==> config.mk <==
export PLATFORM = sky130hd
export DESIGN_NAME = cobs_frame_decoder_top
export DESIGN_NICKNAME = d
export VERILOG_FILES = /design/src/sv/cfd_pkg.sv /design/src/sv/cobs_frame_decoder_top.sv /design/src/sv/cfd_front.sv /design/src/sv/cfd_queue.sv /design/src/sv/cfd_back.sv
export SDC_FILE = /design/constraint.sdc
export NUM_CORES = 1
export LEC_CHECK = 0
export CORE_MARGIN = 2
export CORE_UTILIZATION = 55
export DETAILED_ROUTE_END_ITERATION = 16
export DONT_BUFFER_PORTS = 1
export PLACE_DENSITY = 0.69
export SLEW_MARGIN = 10
export SYNTH_ARGS = -nofsm -noshare
export SYNTH_HDL_FRONTEND = slang
export SYNTH_SLANG_ARGS = --single-unit
export TNS_END_PERCENT = 50
==> constraint.sdc <==
create_clock -name clk -period 4 [get_ports clk]
set_input_delay 0.8 -clock clk [delete_from_list [all_inputs] [get_ports clk]]
set_output_delay 0.8 -clock clk [all_outputs]
set_load 0.03 [all_outputs]
==> src/sv/cfd_pkg.sv <==
// Shared types and constants for the COBS frame decoder.
// Depends on nothing; every other file refers to it by scoped names.
package cfd_pkg;

  localparam int unsigned POS_W       = 9;
  localparam int unsigned QUEUE_DEPTH = 2;
  localparam int unsigned QPTR_W      = 1;
  localparam int unsigned QCNT_W      = 2;

  typedef enum logic [1:0] {
    ST_OK         = 2'd0,
    ST_BAD_LENGTH = 2'd1,
    ST_BAD_DELIM  = 2'd2,
    ST_ZERO_CODE  = 2'd3
  } status_t;

  // One result item: a decoded data byte or the frame status.
  typedef struct packed {
    logic [7:0] data;
    logic       is_status;
    status_t    status;
    logic [7:0] data_length;
    logic       last;
  } result_t;

endpackage

==> src/sv/cobs_frame_decoder_top.sv <==
// COBS frame decoder, top level.
// Depends on cfd_pkg, cfd_front, cfd_queue and cfd_back.
//
// Input channel (in_valid/in_ready): one received byte per item, with
// in_frame_end high on the frame's last byte (the stop delimiter). A frame is
// a zero start byte, a code byte, the stuffed data and a zero stop byte.
// Output channel (out_valid/out_ready): each data byte is decoded and sent as
// it arrives (out_is_status low); the stop byte yields one status item with
// out_is_status and out_last high, out_status and out_data_length. On any
// error status the receiver drops the data bytes it already got for the frame.
// Start and code bytes, and data after a bad start, a zero code or an overlong frame, give no item.
//
// Throughput: one byte per cycle while out_ready stays high. An accepted byte
// passes through a queue slot and then the output register to the output.
// The front end takes a byte whenever the two-entry result queue has room, so
// a stalled receiver first fills the output register, then the queue, and
// only then drops in_ready.
// Reset (rst_n low, synchronous) empties queue and output register and puts
// the frame tracker at the start of a new frame.
module cobs_frame_decoder_top #(
  parameter int unsigned MAX_DATA = 254
) (
  input  logic       clk,
  input  logic       rst_n,
  input  logic       in_valid,
  output logic       in_ready,
  input  logic [7:0] in_byte,
  input  logic       in_frame_end,
  output logic       out_valid,
  input  logic       out_ready,
  output logic [7:0] out_byte,
  output logic       out_is_status,
  output logic [1:0] out_status,
  output logic [7:0] out_data_length,
  output logic       out_last
);

  logic             push, pop, q_ready, q_valid;
  cfd_pkg::result_t push_res, q_res, out_res;

  // classify bytes and track the frame
  cfd_front #(
    .MAX_DATA(MAX_DATA)
  ) u_front (
    .clk         (clk),
    .rst_n       (rst_n),
    .in_valid    (in_valid),
    .in_byte     (in_byte),
    .in_frame_end(in_frame_end),
    .q_ready     (q_ready),
    .push        (push),
    .push_res    (push_res)
  );

  // decouple front from receiver stalls
  cfd_queue u_queue (
    .clk     (clk),
    .rst_n   (rst_n),
    .push    (push),
    .push_res(push_res),
    .q_ready (q_ready),
    .pop     (pop),
    .q_valid (q_valid),
    .q_res   (q_res)
  );

  // hold the current result until the receiver takes it
  cfd_back u_back (
    .clk      (clk),
    .rst_n    (rst_n),
    .q_valid  (q_valid),
    .q_res    (q_res),
    .pop      (pop),
    .out_valid(out_valid),
    .out_ready(out_ready),
    .out_res  (out_res)
  );

  assign in_ready        = q_ready;
  assign out_byte        = out_res.data;
  assign out_is_status   = out_res.is_status;
  assign out_status      = out_res.status;
  assign out_data_length = out_res.data_length;
  assign out_last        = out_res.last;

endmodule

==> src/sv/cfd_front.sv <==
// Front end: accepts frame bytes, tracks frame state, builds result items.
// Depends on cfd_pkg.
module cfd_front #(
  parameter int unsigned MAX_DATA = 254
) (
  input  logic            clk,
  input  logic            rst_n,
  input  logic            in_valid,
  input  logic [7:0]      in_byte,
  input  logic            in_frame_end,
  input  logic            q_ready,
  output logic            push,
  output cfd_pkg::result_t push_res
);

  localparam logic [cfd_pkg::POS_W-1:0] LIMIT = cfd_pkg::POS_W'(MAX_DATA + 3);

  logic [cfd_pkg::POS_W-1:0] pos_r, pos_nxt, pos_inc;
  logic [7:0]                cd_r, cd_nxt, cd_dec;
  logic                      start_bad_r, start_bad_nxt;
  logic                      code_zero_r, code_zero_nxt;
  logic                      too_long_r, too_long_nxt;
  logic                      sub_off_r, sub_off_nxt;
  logic                      fire;

  assign fire    = in_valid && q_ready;
  assign cd_dec  = cd_r - 8'd1;
  assign pos_inc = pos_r + cfd_pkg::POS_W'(1);

  always_comb begin
    pos_nxt       = pos_r;
    cd_nxt        = cd_r;
    start_bad_nxt = start_bad_r;
    code_zero_nxt = code_zero_r;
    too_long_nxt  = too_long_r;
    sub_off_nxt   = sub_off_r;
    push          = 1'b0;
    push_res      = '0;
    if (fire) begin
      priority if (in_frame_end) begin
        push               = 1'b1;
        push_res.is_status = 1'b1;
        push_res.last      = 1'b1;
        priority if (too_long_r || pos_r < cfd_pkg::POS_W'(2)) begin
          push_res.status = cfd_pkg::ST_BAD_LENGTH;
        end else if (start_bad_r || in_byte != 8'd0) begin
          push_res.status = cfd_pkg::ST_BAD_DELIM;
        end else if (code_zero_r) begin
          push_res.status = cfd_pkg::ST_ZERO_CODE;
        end else begin
          push_res.status      = cfd_pkg::ST_OK;
          push_res.data_length = 8'(pos_r - cfd_pkg::POS_W'(2));
        end
        // back to the idle frame state for the next frame
        pos_nxt       = '0;
        cd_nxt        = '0;
        start_bad_nxt = 1'b0;
        code_zero_nxt = 1'b0;
        too_long_nxt  = 1'b0;
        sub_off_nxt   = 1'b0;
      end else if (pos_r == '0) begin
        start_bad_nxt = (in_byte != 8'd0);
        pos_nxt       = cfd_pkg::POS_W'(1);
      end else if (pos_r == cfd_pkg::POS_W'(1)) begin
        cd_nxt        = in_byte;
        code_zero_nxt = (in_byte == 8'd0);
        pos_nxt       = cfd_pkg::POS_W'(2);
      end else begin
        push          = !start_bad_r && !code_zero_r && !too_long_r;
        push_res.data = in_byte;
        if (!sub_off_r) begin
          if (cd_dec == 8'd0) begin
            // countdown expired: this byte stands for a zero and reloads
            push_res.data = 8'd0;
            cd_nxt        = in_byte;
            if (in_byte == 8'd0) begin
              sub_off_nxt = 1'b1;
            end
          end else begin
            cd_nxt = cd_dec;
          end
        end
        if (pos_r < LIMIT) begin
          pos_nxt = pos_inc;
          if (pos_inc >= LIMIT) begin
            too_long_nxt = 1'b1;
          end
        end else begin
          too_long_nxt = 1'b1;
        end
      end
    end
  end

  always_ff @(posedge clk) begin
    if (!rst_n) begin
      pos_r       <= '0;
      cd_r        <= '0;
      start_bad_r <= 1'b0;
      code_zero_r <= 1'b0;
      too_long_r  <= 1'b0;
      sub_off_r   <= 1'b0;
    end else begin
      pos_r       <= pos_nxt;
      cd_r        <= cd_nxt;
      start_bad_r <= start_bad_nxt;
      code_zero_r <= code_zero_nxt;
      too_long_r  <= too_long_nxt;
      sub_off_r   <= sub_off_nxt;
    end
  end

endmodule

==> src/sv/cfd_queue.sv <==
// Short queue of result items between front and back end.
// Depends on cfd_pkg.
module cfd_queue (
  input  logic             clk,
  input  logic             rst_n,
  input  logic             push,
  input  cfd_pkg::result_t push_res,
  output logic             q_ready,
  input  logic             pop,
  output logic             q_valid,
  output cfd_pkg::result_t q_res
);

  cfd_pkg::result_t             mem_r [cfd_pkg::QUEUE_DEPTH];
  logic [cfd_pkg::QPTR_W-1:0]   wr_ptr_r, wr_ptr_nxt;
  logic [cfd_pkg::QPTR_W-1:0]   rd_ptr_r, rd_ptr_nxt;
  logic [cfd_pkg::QCNT_W-1:0]   cnt_r, cnt_nxt;
  logic                         do_push, do_pop;

  assign q_ready = (cnt_r != cfd_pkg::QCNT_W'(cfd_pkg::QUEUE_DEPTH));
  assign q_valid = (cnt_r != '0);
  assign q_res   = mem_r[rd_ptr_r];
  assign do_push = push && q_ready;
  assign do_pop  = pop && q_valid;

  always_comb begin
    wr_ptr_nxt = wr_ptr_r;
    rd_ptr_nxt = rd_ptr_r;
    cnt_nxt    = cnt_r;
    if (do_push) begin
      wr_ptr_nxt = wr_ptr_r + cfd_pkg::QPTR_W'(1);
    end
    if (do_pop) begin
      rd_ptr_nxt = rd_ptr_r + cfd_pkg::QPTR_W'(1);
    end
    unique case ({do_push, do_pop})
      2'b10:   cnt_nxt = cnt_r + cfd_pkg::QCNT_W'(1);
      2'b01:   cnt_nxt = cnt_r - cfd_pkg::QCNT_W'(1);
      default: cnt_nxt = cnt_r;
    endcase
  end

  always_ff @(posedge clk) begin
    if (do_push) begin
      mem_r[wr_ptr_r] <= push_res;
    end
  end

  always_ff @(posedge clk) begin
    if (!rst_n) begin
      wr_ptr_r <= '0;
      rd_ptr_r <= '0;
      cnt_r    <= '0;
    end else begin
      wr_ptr_r <= wr_ptr_nxt;
      rd_ptr_r <= rd_ptr_nxt;
      cnt_r    <= cnt_nxt;
    end
  end

endmodule

==> src/sv/cfd_back.sv <==
// Back end: output register that hands result items to the receiver.
// Depends on cfd_pkg.
module cfd_back (
  input  logic             clk,
  input  logic             rst_n,
  input  logic             q_valid,
  input  cfd_pkg::result_t q_res,
  output logic             pop,
  output logic             out_valid,
  input  logic             out_ready,
  output cfd_pkg::result_t out_res
);

  logic             valid_r, valid_nxt;
  cfd_pkg::result_t res_r;

  // refill when the register is empty or its item leaves this cycle
  assign pop       = q_valid && (!valid_r || out_ready);
  assign valid_nxt = pop || (valid_r && !out_ready);
  assign out_valid = valid_r;
  assign out_res   = res_r;

  always_ff @(posedge clk) begin
    if (!rst_n) begin
      valid_r <= 1'b0;
    end else begin
      valid_r <= valid_nxt;
    end
  end

  always_ff @(posedge clk) begin
    if (pop) begin
      res_r <= q_res;
    end
  end

endmodule
==> results.ini <==
[critical_path]
r2r_end = u_front.pos_r[3]
worstSetupPathType = reg -> reg
cp.required_ns = 4.30
critPathMaxFanout = 8
slowest_stage = nor4b_1
endpoint_kind = flip-flop
slowest_delay_ns = 0.74
cp_top_family = simple AND/OR/NAND/NOR gates
crit_chain = inv_1 -> ha_1 -> or4b_4 -> o41ai_4 -> nor4b_1 -> a22o_1 -> a21o_1
regToRegSetupSlack_ns = 1.16
worst_r2r_startpoint = u_front.pos_r[2]
crit_buf_inv = 1
arrival_ns = 3.14
cp-start-kind = flip-flop
worst_r2r_path_depth = 7

[power]
power.density_nw_per_um2 = 567
p_leak_nw = 1.59
ir_drop_mv = 0.197
p_total_w = 0.00248

[logic_synthesis]
synthAdderAreaFrac_pct = 2.75
synth_seq_cells = 83
synth_warnings = 0
synth.most_common_cell = edfxtp_1
syn_area_per_cell_um2 = 11.0
ys_seq_area_share_pct = 54.5
synth-xor-area-share_pct = 2.57
netlist.top_cell.by_area = edfxtp_1
netlist.area_leader.share_pct = 41.8
synthSimpleGateAreaFrac_pct = 18.3
synth_edf_count = 57
synthMuxAreaShare_pct = 5.72
synth_top_family_by_area = simple AND/OR/NAND/NOR gates
netlist_instances = 372
yosys-top-cells-count = 57 x edfxtp_1, 29 x nor2_1, 26 x dfxtp_1, 21 x nand2_1, 20 x inv_1
synth_compound_area_share_pct = 12.5
synth_area_leaders = edfxtp_1 42%, dfxtp_1 13%, mux2_2 5.2%
async_reset_ff_share_pct = 0
syn_area_um2 = 4090
syn_nets = 394
synthFlopType = edfxtp_1
yosysUniqueCellTypes = 57

[sta]
fin_skew_ns = 0.0110
post-route-period-util_pct = 71.1
fmax_mhz = 352
slew_headroom_pct = 37.5
hold_viol = 0
rsz0062_at_grt = no
tns_ns = 0
setup_violations = 0
drv_slew = 0
worstMarginPinSlew_ns = 0.937
min_period_ns = 2.84

[detailed_routing]
routed_wl_um = 8180
firstDrtPassIters = 5
avgRoutedWirePerCell_um = 17.3
antenna_left = 0
num_vias = 2866
drt_iter0_drc = 182
vias_per_cell = 6.07
drc = 0

[min_path]
min-delay-start = u_front.start_bad_r
min_path_type = reg -> reg
hold_end = u_front.start_bad_r
min_path_cells = 2

[cells_and_area]
drive_above_1_share_pct = 12.1
synthToLayoutAreaGrowth_pct = 6.91
fin_nets = 390
n_fill_cell = 594
diodes = 0

[cts]
cts.path.max_buffers = 2
cts_hold_buf = 0
ctsResizeCount = 0
cts.clk_slew.worst_paths_ns = 0.09
cts_setup_buffers = 0
htree_levels = 3
cts_tree = done
clock_latency_ns = 0.35
clkSinkCount = 83
cts_buffers = 9
cts_root_buffer = clkbuf_8

[flow_run]
cap_violations = 0

[die]
start_util_pct = 56.7
core_area_um2 = 7210
rows = 31
floorplan.die_area_um2 = 8150
die_w_um = 90.3
die_y_um = 90.3
num_io_pins = 35

[placement]
gp_congestion = 0.913
hpwlAfterDp_um = 5610
io_buffers = 0

[global_route]
antenna_found_initial = 0
grt_max_degree = 21
grt-ovfl-total = 0
grt_pass1_vias = 2687
grt_pass1_wl_um = 13600
track_usage_pct = 21.0

[outcome]
status = complete, no violations

kinds of logic (layout without fill, tap and decap cells):
| logic type | count (synthesis) | in the layout |
|---|---|---|
| AND/OR/NAND/NOR | 137 | 137 |
| AO/OA/AOI/OAI | 72 | 72 |
| buffers and inverters | 38 | 39 |
| flip-flops | 83 | 83 |
| XOR/XNOR | 12 | 12 |
| adder cells (fa/ha/maj) | 9 | 9 |
| multiplexers | 21 | 21 |
cell usage in the layout, fill, tap and decap left out, types with 3 or more instances in the layout:
cell type,count
a21o_1,3
a21oi_1,13
a22oi_1,3
a2bb2oi_1,3
a31oi_1,3
a41oi_1,3
and2_1,3
and3_1,11
buf_4,3
clkbuf_8,9
dfxtp_1,26
edfxtp_1,57
ha_1,9
inv_1,20
mux2_2,19
nand2_1,21
nand3_1,16
nand3b_1,4
nand4_1,3
nor2_1,28
nor3_1,15
nor4_1,7
nor4b_1,4
o2111ai_1,3
o21ai_0,12
o21ai_1,4
o311ai_0,3
o31ai_1,4
or3_1,7
or4_1,3
xnor2_1,8
xor2_1,4
through the flow:
step	worst slack, ns	instance area, µm²	hold WS (ns)	util [%]	std cells
4_1_cts	1.15	4380	0.493	60.7	472
6_report	1.16	4380	0.504	60.7	472
3_3_place_gp	1.30	4170	0.464	57.8	456
3_5_place_dp	1.17	4170	0.478	57.8	456
2_1_floorplan	1.26	4090	0.454	-	372
5_1_grt	0.893	4380	0.512	60.7	472
sequential cells by signal, indices dropped and copies added, names as in the netlist:
signal and flops:
u_front.code_zero_r 1, u_front.pos_r 9, u_front.start_bad_r 1, u_front.sub_off_r 1, u_front.too_long_r 1, u_back.out_valid 1, u_queue.mem_r 38, u_front.cd_r 8
u_back.out_res 19, u_queue.wr_ptr_r 1, u_queue.cnt_r 2, u_queue.rd_ptr_r 1
per-layer routing:
layer | wire (µm) | share of wire (%) | track usage (%) | vias up
met5 | 0 | 0 | 0 | -
met4 | 118 | 1.4 | 7.31 | 0
met2 | 3630 | 44 | 31.1 | 91
met1 | 3950 | 48 | 30.6 | 1373
li1 | - | - | - | 1393
met3 | 475 | 5.8 | 4.76 | 9
worst min-delay path: stages, from the launching register on:
cell	delay, ns
dfxtp_1	0.35
nand2_1	0.07
a21oi_1	0.05
how the worst max path moves through the flow:
stage / start / to / slack (ns) / depth (start not counted)
finish: u_front.pos_r[2] / u_front.pos_r[3] / 1.16 / 7
global route: u_front.pos_r[2] / u_front.pos_r[7] / 0.89 / 7
detailed placement: u_front.pos_r[2] / u_front.pos_r[3] / 1.17 / 7
floorplan: out_ready / u_queue.cnt_r[1] / 1.26 / 5
global placement: u_front.pos_r[2] / u_front.pos_r[3] / 1.30 / 7
CTS: u_front.pos_r[2] / u_front.pos_r[3] / 1.15 / 7
power breakdown:
part / internal, W / switching [W]
logic: 0.000203 / 0.000273
clock network: 0.000298 / 0.000328
registers: 0.00112 / 0.000261
total: 0.00162 / 0.000862
layout make-up:
class / instances / area [µm²] / area share, %
inverter: 20 / 75.1 / 1.72
clock buffer: 9 / 124 / 2.83
sequential: 83 / 2230 / 51.0
clock inverter: 7 / 82.6 / 1.89
tap: 99 / 124 / 2.83
multi-input combinational: 251 / 1720 / 39.2
timing repair buffer: 3 / 22.5 / 0.515
No activity file was read; power rests on OpenSTA's default activity.
